## src/hw/rtl/sma_pkg.sv

```systemverilog
// shared constants for the moving average block
`default_nettype none

package sma_pkg;

    // width of the window length register
    localparam int CFG_W = 6;

    // window length after reset
    localparam logic [CFG_W-1:0] WINDOW_RESET = 6'd7;

endpackage

`default_nettype wire

```

## src/hw/rtl/sma_ram.sv

```systemverilog
// generic single write port, single read port ram with registered read
`default_nettype none

module sma_ram #(
    parameter int WIDTH = 16,
    parameter int DEPTH = 32,
    localparam int ADDR_W = (DEPTH > 1) ? $clog2(DEPTH) : 1
) (
    input  wire logic                     i_clk,
    input  wire logic                     i_we,
    input  wire logic [ADDR_W-1:0]        i_waddr,
    input  wire logic [WIDTH-1:0]         i_wdata,
    input  wire logic [ADDR_W-1:0]        i_raddr,
    output      logic [WIDTH-1:0]         o_rdata
);

    logic [WIDTH-1:0] r_mem [DEPTH];

    always_ff @(posedge i_clk) begin
        if (i_we) begin
            r_mem[i_waddr] <= i_wdata;
        end
        o_rdata <= r_mem[i_raddr];
    end

endmodule

`default_nettype wire

```

## src/hw/rtl/sma_fifo.sv

```systemverilog
// short queue between the front and back parts
`default_nettype none

module sma_fifo #(
    parameter int WIDTH = 8,
    parameter int DEPTH = 2
) (
    input  wire logic             i_clk,
    input  wire logic             i_rst_n,
    input  wire logic             i_push,
    input  wire logic [WIDTH-1:0] i_data,
    output      logic             o_full,
    input  wire logic             i_pop,
    output      logic             o_empty,
    output      logic [WIDTH-1:0] o_data
);

    // depth is a power of two so the pointers wrap on their own
    localparam int PTR_W = (DEPTH > 1) ? $clog2(DEPTH) : 1;
    localparam int CNT_W = $clog2(DEPTH + 1);

    logic [WIDTH-1:0] r_slot [DEPTH];
    logic [PTR_W-1:0] r_wr_ptr;
    logic [PTR_W-1:0] r_rd_ptr;
    logic [CNT_W-1:0] r_count;

    logic do_push;
    logic do_pop;

    assign o_full  = (r_count == CNT_W'(DEPTH));
    assign o_empty = (r_count == '0);
    assign o_data  = r_slot[r_rd_ptr];
    assign do_push = i_push && !o_full;
    assign do_pop  = i_pop && !o_empty;

    always_ff @(posedge i_clk) begin
        if (!i_rst_n) begin
            r_wr_ptr <= '0;
            r_rd_ptr <= '0;
            r_count  <= '0;
        end else begin
            if (do_push) begin
                r_slot[r_wr_ptr] <= i_data;
                r_wr_ptr         <= r_wr_ptr + 1'b1;
            end
            if (do_pop) begin
                r_rd_ptr <= r_rd_ptr + 1'b1;
            end
            case ({do_push, do_pop})
                2'b10:   r_count <= r_count + 1'b1;
                2'b01:   r_count <= r_count - 1'b1;
                default: r_count <= r_count;
            endcase
        end
    end

endmodule

`default_nettype wire

```

## src/hw/rtl/sma_front.sv

```systemverilog
// front part: accepts samples, tags each with slot, window and warm-up flag
`default_nettype none

module sma_front #(
    parameter int MAX_WINDOW  = 32,
    parameter int SAMPLE_BITS = 16,
    localparam int PTR_W = (MAX_WINDOW > 1) ? $clog2(MAX_WINDOW) : 1,
    localparam int WIN_W = $clog2(MAX_WINDOW + 1),
    localparam int JOB_W = SAMPLE_BITS + PTR_W + WIN_W + 1
) (
    input  wire logic                          i_clk,
    input  wire logic                          i_rst_n,
    input  wire logic                          i_valid,
    output      logic                          o_ready,
    input  wire logic [SAMPLE_BITS-1:0]        i_sample_count,
    input  wire logic [sma_pkg::CFG_W-1:0]     i_window_len,
    input  wire logic                          i_full,
    output      logic                          o_push,
    output      logic [JOB_W-1:0]              o_job
);

    localparam int CMP_W = (WIN_W > sma_pkg::CFG_W) ? WIN_W : sma_pkg::CFG_W;

    logic [PTR_W-1:0] r_write_pos;
    logic [WIN_W-1:0] r_items_seen;

    logic [CMP_W-1:0] len_wide;
    logic [WIN_W-1:0] win;
    logic             win_ok;
    logic             accept;

    // clamp the register to 1..MAX_WINDOW
    always_comb begin
        len_wide = CMP_W'(i_window_len);
        if (len_wide == '0) begin
            win = WIN_W'(1);
        end else if (len_wide > CMP_W'(MAX_WINDOW)) begin
            win = WIN_W'(MAX_WINDOW);
        end else begin
            win = len_wide[WIN_W-1:0];
        end
    end

    assign win_ok  = (r_items_seen >= win);
    assign o_ready = !i_full;
    assign accept  = i_valid && o_ready;
    assign o_push  = accept;
    assign o_job   = {i_sample_count, r_write_pos, win, win_ok};

    always_ff @(posedge i_clk) begin
        if (!i_rst_n) begin
            r_write_pos  <= '0;
            r_items_seen <= '0;
        end else if (accept) begin
            if (r_write_pos == PTR_W'(MAX_WINDOW - 1)) begin
                r_write_pos <= '0;
            end else begin
                r_write_pos <= r_write_pos + 1'b1;
            end
            if (r_items_seen != WIN_W'(MAX_WINDOW)) begin
                r_items_seen <= r_items_seen + 1'b1;
            end
        end
    end

endmodule

`default_nettype wire

```

## src/hw/rtl/sma_back.sv

```systemverilog
// back part: writes the history ring, sums the window and divides (both skipped in warm-up), holds the result
`default_nettype none

module sma_back #(
    parameter int MAX_WINDOW  = 32,
    parameter int SAMPLE_BITS = 16,
    localparam int PTR_W  = (MAX_WINDOW > 1) ? $clog2(MAX_WINDOW) : 1,
    localparam int WIN_W  = $clog2(MAX_WINDOW + 1),
    localparam int JOB_W  = SAMPLE_BITS + PTR_W + WIN_W + 1
) (
    input  wire logic                   i_clk,
    input  wire logic                   i_rst_n,
    input  wire logic                   i_job_avail,
    input  wire logic [JOB_W-1:0]       i_job,
    output      logic                   o_job_pop,
    output      logic                   o_valid,
    input  wire logic                   i_ready,
    output      logic [SAMPLE_BITS-1:0] o_average,
    output      logic                   o_avg_valid
);

    localparam int SUM_W  = SAMPLE_BITS + PTR_W;
    localparam int STEP_W = $clog2(SUM_W + 1);

    typedef enum logic [2:0] {
        S_IDLE,
        S_WRITE,
        S_SUM,
        S_DIV,
        S_OUT
    } t_state;

    t_state                 r_state;
    logic [SAMPLE_BITS-1:0] r_sample;
    logic [PTR_W-1:0]       r_pos;
    logic [WIN_W-1:0]       r_win;
    logic                   r_ok;
    logic [PTR_W-1:0]       r_rd_addr;
    logic [WIN_W-1:0]       r_issued;
    logic                   r_pend;
    logic                   r_rd_ok;
    logic [SUM_W-1:0]       r_acc;
    logic [WIN_W-1:0]       r_rem;
    logic [SUM_W-1:0]       r_quo;
    logic [STEP_W-1:0]      r_step;
    logic [MAX_WINDOW-1:0]  r_slot_valid;
    logic                   r_out_valid;
    logic [SAMPLE_BITS-1:0] r_average;
    logic                   r_avg_valid;

    logic [SAMPLE_BITS-1:0] rd_data;
    logic                   ram_we;
    logic                   issue;
    logic                   out_free;
    logic [WIN_W:0]         n_shift;
    logic [WIN_W:0]         n_diff;
    logic                   n_bit;

    sma_ram #(
        .WIDTH (SAMPLE_BITS),
        .DEPTH (MAX_WINDOW)
    ) u_history (
        .i_clk   (i_clk),
        .i_we    (ram_we),
        .i_waddr (r_pos),
        .i_wdata (r_sample),
        .i_raddr (r_rd_addr),
        .o_rdata (rd_data)
    );

    assign ram_we    = (r_state == S_WRITE);
    assign o_job_pop = (r_state == S_IDLE) && i_job_avail;
    assign issue     = (r_issued != r_win);
    assign out_free  = !r_out_valid || i_ready;

    // one restoring division step
    always_comb begin
        n_shift = {r_rem, r_quo[SUM_W-1]};
        n_diff  = n_shift - {1'b0, r_win};
        n_bit   = (n_shift >= {1'b0, r_win});
    end

    assign o_valid     = r_out_valid;
    assign o_average   = r_average;
    assign o_avg_valid = r_avg_valid;

    always_ff @(posedge i_clk) begin
        if (!i_rst_n) begin
            r_state      <= S_IDLE;
            r_slot_valid <= '0;
            r_out_valid  <= 1'b0;
            r_pend       <= 1'b0;
        end else begin
            // slot flag travels with the registered ram read
            r_rd_ok <= r_slot_valid[r_rd_addr];
            if (r_out_valid && i_ready) begin
                r_out_valid <= 1'b0;
            end
            case (r_state)
                S_IDLE: begin
                    if (i_job_avail) begin
                        {r_sample, r_pos, r_win, r_ok} <= i_job;
                        r_state <= S_WRITE;
                    end
                end
                S_WRITE: begin
                    r_slot_valid[r_pos] <= 1'b1;
                    r_rd_addr <= r_pos;
                    r_issued  <= '0;
                    r_pend    <= 1'b0;
                    r_acc     <= '0;
                    r_quo     <= '0;
                    r_state   <= r_ok ? S_SUM : S_OUT;
                end
                S_SUM: begin
                    // newest slot first, walking back around the ring
                    if (issue) begin
                        if (r_rd_addr == '0) begin
                            r_rd_addr <= PTR_W'(MAX_WINDOW - 1);
                        end else begin
                            r_rd_addr <= r_rd_addr - 1'b1;
                        end
                        r_issued <= r_issued + 1'b1;
                    end
                    r_pend <= issue;
                    if (r_pend && r_rd_ok) begin
                        r_acc <= r_acc + SUM_W'(rd_data);
                    end
                    if (!issue && !r_pend) begin
                        r_quo   <= r_acc;
                        r_rem   <= '0;
                        r_step  <= '0;
                        r_state <= S_DIV;
                    end
                end
                S_DIV: begin
                    r_rem  <= n_bit ? n_diff[WIN_W-1:0] : n_shift[WIN_W-1:0];
                    r_quo  <= {r_quo[SUM_W-2:0], n_bit};
                    r_step <= r_step + 1'b1;
                    if (r_step == STEP_W'(SUM_W - 1)) begin
                        r_state <= S_OUT;
                    end
                end
                S_OUT: begin
                    if (out_free) begin
                        r_out_valid <= 1'b1;
                        r_average   <= r_quo[SAMPLE_BITS-1:0];
                        r_avg_valid <= r_ok;
                        r_state     <= S_IDLE;
                    end
                end
                default: begin
                    r_state <= S_IDLE;
                end
            endcase
        end
    end

endmodule

`default_nettype wire

```

## src/hw/rtl/simple_moving_average.sv

```systemverilog
// simple moving average filter: top level
// path from transfer in to result: queue, history ring write, sum over the newest w slots,
//   w being the clamped window length, then bit-serial divide and output register;
//   a warm-up item skips the sum and divide
// the back part finishes each item before taking the next, paced by the history ram
//   read port walk (one slot a cycle) and the bit-serial divider (one quotient bit a cycle)
// reset (sync, active low): queue, counters and slot flags clear, so history reads as zero;
//   window length returns to 7; no clearing pass is needed
`default_nettype none

module simple_moving_average #(
    parameter int MAX_WINDOW  = 32,
    parameter int SAMPLE_BITS = 16
) (
    input  wire logic                      i_clk,
    input  wire logic                      i_rst_n,
    // configuration write
    input  wire logic                      i_cfg_we,
    input  wire logic [sma_pkg::CFG_W-1:0] i_cfg_wdata,
    // sample input channel
    input  wire logic                      i_valid,
    output      logic                      o_ready,
    input  wire logic [SAMPLE_BITS-1:0]    i_sample_count,
    // result channel
    output      logic                      o_valid,
    input  wire logic                      i_ready,
    output      logic [SAMPLE_BITS-1:0]    o_average,
    output      logic                      o_avg_valid
);

    localparam int PTR_W     = (MAX_WINDOW > 1) ? $clog2(MAX_WINDOW) : 1;
    localparam int WIN_W     = $clog2(MAX_WINDOW + 1);
    localparam int JOB_W     = SAMPLE_BITS + PTR_W + WIN_W + 1;
    localparam int Q_DEPTH   = 2;

    logic [sma_pkg::CFG_W-1:0] r_window_len;

    logic             q_full;
    logic             q_empty;
    logic             q_push;
    logic             q_pop;
    logic [JOB_W-1:0] q_in;
    logic [JOB_W-1:0] q_out;

    // window length register: the user must write it only while the block is idle; the block does not enforce it
    always_ff @(posedge i_clk) begin
        if (!i_rst_n) begin
            r_window_len <= sma_pkg::WINDOW_RESET;
        end else if (i_cfg_we) begin
            r_window_len <= i_cfg_wdata;
        end
    end

    // front: takes the transfer, assigns the ring slot, clamps the window
    // and decides warm-up from the saturating item count
    sma_front #(
        .MAX_WINDOW  (MAX_WINDOW),
        .SAMPLE_BITS (SAMPLE_BITS)
    ) u_front (
        .i_clk          (i_clk),
        .i_rst_n        (i_rst_n),
        .i_valid        (i_valid),
        .o_ready        (o_ready),
        .i_sample_count (i_sample_count),
        .i_window_len   (r_window_len),
        .i_full         (q_full),
        .o_push         (q_push),
        .o_job          (q_in)
    );

    // two-entry queue lets the front keep taking samples while the back is busy
    sma_fifo #(
        .WIDTH (JOB_W),
        .DEPTH (Q_DEPTH)
    ) u_queue (
        .i_clk   (i_clk),
        .i_rst_n (i_rst_n),
        .i_push  (q_push),
        .i_data  (q_in),
        .o_full  (q_full),
        .i_pop   (q_pop),
        .o_empty (q_empty),
        .o_data  (q_out)
    );

    // back: ring write, window sum, divide, output register
    sma_back #(
        .MAX_WINDOW  (MAX_WINDOW),
        .SAMPLE_BITS (SAMPLE_BITS)
    ) u_back (
        .i_clk       (i_clk),
        .i_rst_n     (i_rst_n),
        .i_job_avail (!q_empty),
        .i_job       (q_out),
        .o_job_pop   (q_pop),
        .o_valid     (o_valid),
        .i_ready     (i_ready),
        .o_average   (o_average),
        .o_avg_valid (o_avg_valid)
    );

endmodule

`default_nettype wire

```

## config.mk

```make
export PLATFORM = sky130hd
export DESIGN_NAME = simple_moving_average
export DESIGN_NICKNAME = d
export VERILOG_FILES = /design/src/hw/rtl/sma_pkg.sv /design/src/hw/rtl/sma_ram.sv /design/src/hw/rtl/sma_fifo.sv /design/src/hw/rtl/sma_front.sv /design/src/hw/rtl/sma_back.sv /design/src/hw/rtl/simple_moving_average.sv
export SDC_FILE = /design/constraint.sdc
export NUM_CORES = 1
export LEC_CHECK = 0
export ABC_AREA = 1
export BUFFER_PORTS_ARGS = -buffer_cell sky130_fd_sc_hd__buf_4
export CAP_MARGIN = 10
export CORE_ASPECT_RATIO = 1.5
export CORE_MARGIN = 2
export CORE_UTILIZATION = 45
export DETAILED_ROUTE_END_ITERATION = 8
export GPL_TIMING_DRIVEN = 0
export PLACE_DENSITY_LB_ADDON = 0.12
export SLEW_MARGIN = 40
export SYNTH_ARGS = -nofsm -noshare
export SYNTH_HDL_FRONTEND = slang
export SYNTH_SLANG_ARGS = --single-unit
```

## constraint.sdc

```tcl
create_clock -name i_clk -period 2.7 [get_ports i_clk]
set_clock_uncertainty 0.05 [all_clocks]
set_input_delay 0.54 -clock i_clk [delete_from_list [all_inputs] [get_ports i_clk]]
set_output_delay 0.54 -clock i_clk [all_outputs]
set_load 0.05 [all_outputs]
```

==> results.sh, run 1 <==
export IMPL_grt_overflow=0
export IMPL_synth_area_leaders="edfxtp_1 65%, nand2_1 9.7%, dfxtp_1 4.7%"
export IMPL_violations="setup timing"
export IMPL_cts_clk_slew_worst_paths_ns=0.06
export IMPL_post_route_period_util_pct=102
export IMPL_yosysMostFrequentCell="nand2_1"
export IMPL_synth_compound_area_share_pct=7.63
export IMPL_coreArea_um2=68900
export IMPL_synth_fa_ha_area_share_pct=1.61
export IMPL_antenna_found_initial=4
export IMPL_syn_to_final_growth_pct=15.8
export IMPL_drc_errors=0
export IMPL_finalNetCount=3048
export IMPL_layout_cells_non_filler=3943
export IMPL_pwr_share_seq_pct=44.2
export IMPL_gp_congestion=0.951
export IMPL_cts_buffers=72
export IMPL_p_comb_share_pct=24.4
export IMPL_cts_hold_buf=0
export IMPL_yosysWarnings=0
export IMPL_drtIter0Drc=1796
export IMPL_maxSlewHeadroom_pct=43.2
export IMPL_synth_top_area_share_pct=65.0
export IMPL_post_route_cells_drive_above_1_share_pct=10.9
export IMPL_rows=118
export IMPL_drt_wl_total_um=91800
export IMPL_synth_area_leader_cell="edfxtp_1"
export IMPL_synth_edf_count=678
export IMPL_cts_root_buf="clkbuf_16"
export IMPL_vdd_drop_max_uv=578
export IMPL_syn_avg_cell_area_um2=11.2
export IMPL_synth_xor_area_share_pct=0.224
export IMPL_start_kind="flop"
export IMPL_synthMuxAreaShare_pct=0
export IMPL_synth_top_family_by_area="simple AND/OR/NAND/NOR gates"
export IMPL_die_area_um2=71700
export IMPL_synth_simple_gate_area_share_pct=16.6
export IMPL_hpwl_um=66500
export IMPL_powerDensity_nw_per_um2=908
export IMPL_timing_final_ws_setup_ns=-0.0621
export IMPL_ant_nets=0
export IMPL_cellLeakagePower_nw=13.6
export IMPL_top_usage_layer="met2"
export IMPL_worstSetupEndpoint="u_back.u_history.o_rdata[5]$_DFF_P_"
export IMPL_grt_pass1_wl_um=134000
export IMPL_fill_cells=6036
export IMPL_met2_usage_pct=44.9
export IMPL_status="finished with violations"
export IMPL_worstSetupEndpointType="flop"
export IMPL_synthFlopType="edfxtp_1"
export IMPL_critPathMaxFanout=10
export IMPL_die_x_um=219
export IMPL_netlist_top_cells_count="811 x nand2_1, 678 x edfxtp_1, 266 x nor2_1, 200 x a21oi_1, 173 x nand3_1"
export IMPL_ios=46
export IMPL_hold_start="i_sample_count[10]"
export IMPL_cts_path_max_buffers=3
export IMPL_hold_depth=1
export IMPL_p_int_mw=22.2
export IMPL_p_sw_mw=10.7
export IMPL_start_util_pct=45.4
export IMPL_async_flop_share_pct=0
export IMPL_worstMarginPinSlew_ns=0.850
export IMPL_synth_fp_nets=2870
export IMPL_rr_startpoint="u_back.r_rd_addr[2]$_DFFE_PP_"
export IMPL_clock_sinks=752
export IMPL_wire_per_inst_um=23.3
export IMPL_startpoint="u_back.r_rd_addr[2]$_DFFE_PP_"
export IMPL_critPathArrivalTime_ns=3.24
export IMPL_ff2ff_setup_slack_ns=-0.06
export IMPL_cts_tree="done"
export IMPL_worstSetupPathType="flop to flop"
export IMPL_setup_tns_ns=-0.200
export IMPL_worstPathRequired_ns=3.18
export IMPL_grtUsageMet1_pct=31.1
export IMPL_dp_cells=3807
export IMPL_rr_worst_depth=8
export IMPL_fmax_ghz=0.362
export IMPL_ys_types=42
export IMPL_use_met3_pct=3.38
export IMPL_maxSlewViolCount=0
export IMPL_grt_max_degree=18
export IMPL_drv_cap=0
export IMPL_first_global_vias=21000
export IMPL_clk_latency_ns=0.63
export IMPL_track_usage_pct=25.9
export IMPL_period_needed_ns=2.76
export IMPL_power_share_switching_pct=32.6
export IMPL_synthCells=2804
export IMPL_synth_area_um2=31300
export IMPL_hold_slack_ns=0.0428
export IMPL_htreeDepth=3
export IMPL_synth_seq_cells=752
export IMPL_hold_viol=0
export IMPL_r2r_end="u_back.u_history.o_rdata[5]$_DFF_P_"
export IMPL_via_per_inst=5.45
export IMPL_dieHeight_um=327
export IMPL_io_buffers=45
export IMPL_clockPowerShare_pct=31.3
export IMPL_first_pass_iters=5
export IMPL_ys_seq_area_share_pct=69.8
export IMPL_hold_class="input pin to flop"
export IMPL_setup_viol=6
export IMPL_vias=21500
export IMPL_rsz0062_at_grt="yes"
[critical path, cell delays in order, from the launching register on]
cell and delay, ns:
edfxtp_1 0.32, buf_2 0.27, inv_1 0.15, buf_2 0.29, clkbuf_1 0.41, o31ai_1 0.72
nand2_1 0.26, nand2_1 0.11, nand2_1 0.05
[cell type report]
cell class,instances,area [um2],share of cell area (%)
diodes,3,7.51,0.0207
plain buffers,135,704,1.94
clock buffers,99,2100,5.80
clock inverters,33,288,0.794
inverters,157,599,1.65
multi-input cells,1760,8410,23.2
flip-flops and latches,752,21800,60.3
well taps,900,1130,3.11
repair buffers,104,1160,3.20
[state kept, by name (all words and copies together), names as in the netlist, 2 cells and up]
signal and count:
u_front.r_write_pos 5, u_back.r_win 6, u_back.u_history.o_rdata 16, u_back.r_quo 21, u_back.r_pos 5, u_back.r_state 3, u_back.r_sample 16, u_back.u_history.r_mem 512
u_back.r_rem 6, u_queue.r_count 2, u_back.r_issued 6, u_back.r_step 5, u_back.r_acc 21, u_queue.r_slot 56, u_back.r_slot_valid 32, r_window_len 6
u_front.r_items_seen 6, u_back.r_rd_addr 5, u_back.o_average 16
[what timing repair did]
item	in CTS	in global routing
resized for setup	1	7
setup buffers	1	0
endpoints found under the setup margin	11	39
pin swaps	1	0
[worst min-delay path by stage]
stage	slack, ns	endpoint
after floorplan	0.38	u_back.o_avg_valid$_DFFE_PP_
after global placement	0.39	u_back.r_slot_valid[0]$_SDFFE_PN0P_
after detailed placement	0.39	u_back.r_slot_valid[0]$_SDFFE_PN0P_
after CTS	0.01	u_queue.r_slot[0][20]$_DFFE_PP_
after global routing	0.03	u_queue.r_slot[1][20]$_DFFE_PP_
final	0.04	u_queue.r_slot[0][22]$_DFFE_PP_
[layer usage]
metal  part of all wire, %  vias to the layer above
li1                      -                    10100
met5                 0.014                        -
met2                    51                      769
met3                   5.4                      210
met4                   5.7                        2
met1                    38                    10400
[cells in the final DEF, fill, tap and decap left out, types with 4 or more instances in the layout]
| cell type | count |
|---|---|
| edfxtp_1 | 678 |
| buf_1 | 11 |
| ha_1 | 37 |
| buf_8 | 16 |
| dfxtp_1 | 74 |
| nand3_1 | 173 |
| o21ai_0 | 115 |
| clkbuf_1 | 67 |
| clkbuf_8 | 5 |
| o211ai_1 | 10 |
| nor2_4 | 18 |
| o31ai_1 | 54 |
| clkinvlp_4 | 5 |
| clkbuf_16 | 79 |
| buf_16 | 7 |
| buf_2 | 48 |
| inv_1 | 143 |
| a21oi_1 | 199 |
| clkinv_2 | 9 |
| xor2_1 | 5 |
| o31ai_2 | 9 |
| nand2_1 | 811 |
| nor2_1 | 247 |
| nor3_1 | 17 |
| nor3_4 | 4 |
| a22o_1 | 17 |
| buf_4 | 62 |
| clkinv_1 | 18 |
| bufinv_16 | 5 |
| nand4_1 | 11 |
| buf_6 | 41 |
| inv_2 | 7 |
| nor3b_1 | 4 |
[stage by stage]
stage                     setup slack [ns]  area [um2]  utilization (%)  power [mW]
after global routing               -0.0220       36200             52.6        34.2
after detailed placement           -0.0342       33800             49.0        22.8
final                              -0.0621       36200             52.6        32.9
after CTS                           0.0209       36200             52.5        33.0
after global placement               -1.16       32800             47.5        22.2
after floorplan                      0.133       31300                -        19.2
[cells by family (layout without fill, tap and decap cells)]
family | Yosys count | after routing
other | 0 | 3
buffers and inverters | 292 | 528
adders and majority gates | 39 | 39
AOI/OAI and AO/OA | 419 | 419
DFF | 752 | 752
xor gates and xnor gates | 8 | 8
and+or+nand+nor | 1294 | 1294
[power groups by stage]
stage                     combinational (mW)  sequential (mW)  clock (mW)
after global placement                  6.89             15.3           0
after floorplan                         4.42             14.8           0
after detailed placement                7.95             14.8           0
after global routing                    8.77             14.6        10.8
after CTS                               8.00             14.6        10.5
final                                   8.03             14.6        10.3
Power figures use the tool's default switching activity.
==> run 2: changes to the inputs <==
--- a/config.mk
+++ b/config.mk
@@ -13,7 +13,6 @@
 export CORE_UTILIZATION = 45
 export DETAILED_ROUTE_END_ITERATION = 8
 export GPL_TIMING_DRIVEN = 0
-export PLACE_DENSITY_LB_ADDON = 0.12
 export SLEW_MARGIN = 40
 export SYNTH_ARGS = -nofsm -noshare
 export SYNTH_HDL_FRONTEND = slang
==> constraint.sdc (replaced) <==
create_clock -name i_clk -period 2.7 [get_ports i_clk]
set_clock_uncertainty 0.05 [all_clocks]
set_input_delay 0.135 -clock i_clk [delete_from_list [all_inputs] [get_ports i_clk]]
set_output_delay 0.135 -clock i_clk [all_outputs]
set_load 0.05 [all_outputs]
==> run 2 against run 1 <==
Against the previous run:
- the flow still finishes with violations (setup timing)
- non-clock buffer count grew 34
- critical endpoint is now u_back.u_history.o_rdata[8]$_DFF_P_
- utilization grew 0.42 points
- cell count grew 0.81%
- combinational power grew 0.7%
- register-to-register slack gained 0.05 ns
==> results.sh, run 2 (same netlist as run 1, synthesis figures left out) <==
export IMPL_p_sw_mw=10.8
export IMPL_critPathMaxFanout=10
export IMPL_pwr_share_seq_pct=44.0
export IMPL_drv_cap=0
export IMPL_cts_buffers=72
export IMPL_die_area_um2=71700
export IMPL_powerDensity_nw_per_um2=904
export IMPL_grt_max_degree=21
export IMPL_grt_pass1_wl_um=134000
export IMPL_largest_register_ffs=512
export IMPL_first_global_vias=21600
export IMPL_p_int_mw=22.3
export IMPL_fill_cells=5891
export IMPL_clk_latency_ns=0.63
export IMPL_worstSetupPathType="flop to flop"
export IMPL_setup_viol=1
export IMPL_post_route_cells_drive_above_1_share_pct=10.8
export IMPL_timing_final_ws_setup_ns=-0.0141
export IMPL_critPathArrivalTime_ns=3.18
export IMPL_coreArea_um2=68900
export IMPL_regMostFlops="u_back.u_history.r_mem"
export IMPL_hpwl_um=66100
export IMPL_start_util_pct=45.4
export IMPL_worstPathRequired_ns=3.17
export IMPL_clock_sinks=752
export IMPL_ff2ff_setup_slack_ns=-0.01
export IMPL_ant_nets=0
export IMPL_setup_tns_ns=-0.0141
export IMPL_cts_path_max_buffers=3
export IMPL_hold_viol=0
export IMPL_violations="setup timing"
export IMPL_register_area_um2=21800
export IMPL_drtIter0Drc=1983
export IMPL_drc_errors=0
export IMPL_utilization_pct=53.0
export IMPL_power_share_switching_pct=32.6
export IMPL_p_comb_share_pct=24.5
export IMPL_worstMarginPinSlew_ns=0.845
export IMPL_worstSetupEndpointType="flop"
export IMPL_min_to="u_queue.r_slot[1][15]$_DFFE_PP_"
export IMPL_multi_input_area_um2=8410
export IMPL_period_needed_ns=2.71
export IMPL_r2r_end="u_back.u_history.o_rdata[8]$_DFF_P_"
export IMPL_io_buffers=45
export IMPL_cts_root_buf="clkbuf_16"
export IMPL_post_route_period_util_pct=101
export IMPL_rr_startpoint="u_back.r_rd_addr[2]$_DFFE_PP_"
export IMPL_status="finished with violations"
export IMPL_first_pass_iters=6
export IMPL_rr_worst_depth=8
export IMPL_cts_tree="done"
export IMPL_cts_clk_slew_worst_paths_ns=0.07
export IMPL_die_x_um=219
export IMPL_grt_overflow=0
export IMPL_hold_start="i_sample_count[3]"
export IMPL_maxSlewViolCount=0
export IMPL_ios=46
export IMPL_drt_wl_total_um=91800
export IMPL_htreeDepth=3
export IMPL_vdd_drop_max_uv=559
export IMPL_rows=118
export IMPL_hold_depth=2
export IMPL_clockPowerShare_pct=31.5
export IMPL_start_kind="flop"
export IMPL_via_per_inst=5.49
export IMPL_largest_registers="u_back.u_history.r_mem x512, u_queue.r_slot x56, u_back.r_slot_valid x32"
export IMPL_maxSlewHeadroom_pct=43.6
export IMPL_antenna_found_initial=3
export IMPL_dieHeight_um=327
export IMPL_layout_common_cells="811 x nand2_1, 678 x edfxtp_1, 247 x nor2_1, 199 x a21oi_1, 173 x nand3_1"
export IMPL_fmax_ghz=0.368
export IMPL_hold_class="input pin to flop"
export IMPL_cellLeakagePower_nw=13.8
export IMPL_wire_per_inst_um=23.1
export IMPL_gp_congestion=0.968
export IMPL_rsz0062_at_grt="no"
export IMPL_syn_to_final_growth_pct=16.7
export IMPL_track_usage_pct=25.8
export IMPL_finalNetCount=3082
export IMPL_vias=21800
export IMPL_layout_commonest_cell="nand2_1"
export IMPL_fin_total_pwr_mw=33.0
[run 2: worst max-delay path, stage by stage, from the launching register on]
cell and delay, ns:
edfxtp_1 0.32, buf_2 0.27, inv_1 0.13, buf_2 0.28
clkbuf_1 0.40, o31ai_2 0.83, nand2_1 0.15, nand2_1 0.10
nand2_1 0.06
[run 2: worst max path at each step]
stage	to	slack, ns	depth (start not counted)	from
2_1_floorplan	u_back.r_ok$_DFFE_PP_	0.13	5	u_back.r_state[1]$_SDFFE_PN0P_
3_3_place_gp	u_back.r_acc[13]$_SDFFCE_PP0P_	-1.10	6	u_back.r_state[2]$_SDFFE_PN0P_
3_5_place_dp	u_back.u_history.o_rdata[15]$_DFF_P_	-0.03	9	u_back.r_rd_addr[1]$_DFFE_PP_
4_1_cts	u_back.u_history.o_rdata[7]$_DFF_P_	0.03	8	u_back.r_rd_addr[2]$_DFFE_PP_
5_1_grt	u_back.u_history.o_rdata[11]$_DFF_P_	0.005	9	u_back.r_rd_addr[1]$_DFFE_PP_
6_report	u_back.u_history.o_rdata[8]$_DFF_P_	-0.01	8	u_back.r_rd_addr[2]$_DFFE_PP_
[run 2: final cells by class]
class                           count  share of cell area [%]
Buffer                            135                    1.94
Multi-Input combinational cell   1760                    23.0
Sequential cell                   752                    59.8
Clock inverter                     35                   0.986
Inverter                          157                    1.63
Tap cell                          900                    3.08
Antenna cell                        1                 0.00685
Clock buffer                       97                    5.59
Timing Repair Buffer              138                    3.96
[run 2: power groups by stage]
stage / clock [mW] / sequential [mW] / combinational, mW
after floorplan: 0 / 14.8 / 4.42
after global placement: 0 / 15.3 / 6.85
after detailed placement: 0 / 14.8 / 7.93
after CTS: 10.5 / 14.5 / 8.03
after global routing: 10.9 / 14.6 / 8.80
final: 10.4 / 14.5 / 8.09
[run 2: routing by layer]
metal | vias up | global-route usage (%) | part of all wire (%) | routed length [um]
met4 | 4 | 16.1 | 6.4 | 5900
met1 | 10600 | 30.4 | 37 | 34100
met5 | - | 0 | 0.032 | 29
met2 | 828 | 44.4 | 50 | 46100
met3 | 220 | 3.22 | 6.1 | 5600
li1 | 10100 | - | - | -
[run 2: through the flow]
| step | instance area (um2) | worst slack [ns] | cells | hold WS, ns |
|---|---|---|---|---|
| floorplan | 31300 | 0.133 | 2804 | 0.184 |
| global placement | 32800 | -1.10 | 3749 | 0.270 |
| detailed placement | 33700 | -0.0309 | 3804 | 0.272 |
| CTS | 36500 | 0.0274 | 3974 | 0.142 |
| global route | 36500 | 0.00456 | 3974 | 0.177 |
| finish | 36500 | -0.0141 | 3975 | 0.173 |
[run 2: what timing repair did]
action | 4_1_cts | 5_1_grt
hold endpoints to repair | 44 | 0
buffers inserted | 1 | 0
hold buffers | 37 | 0
pin swaps | 1 | 0
endpoints found under the setup margin | 11 | 41
gates resized for setup | 2 | 7
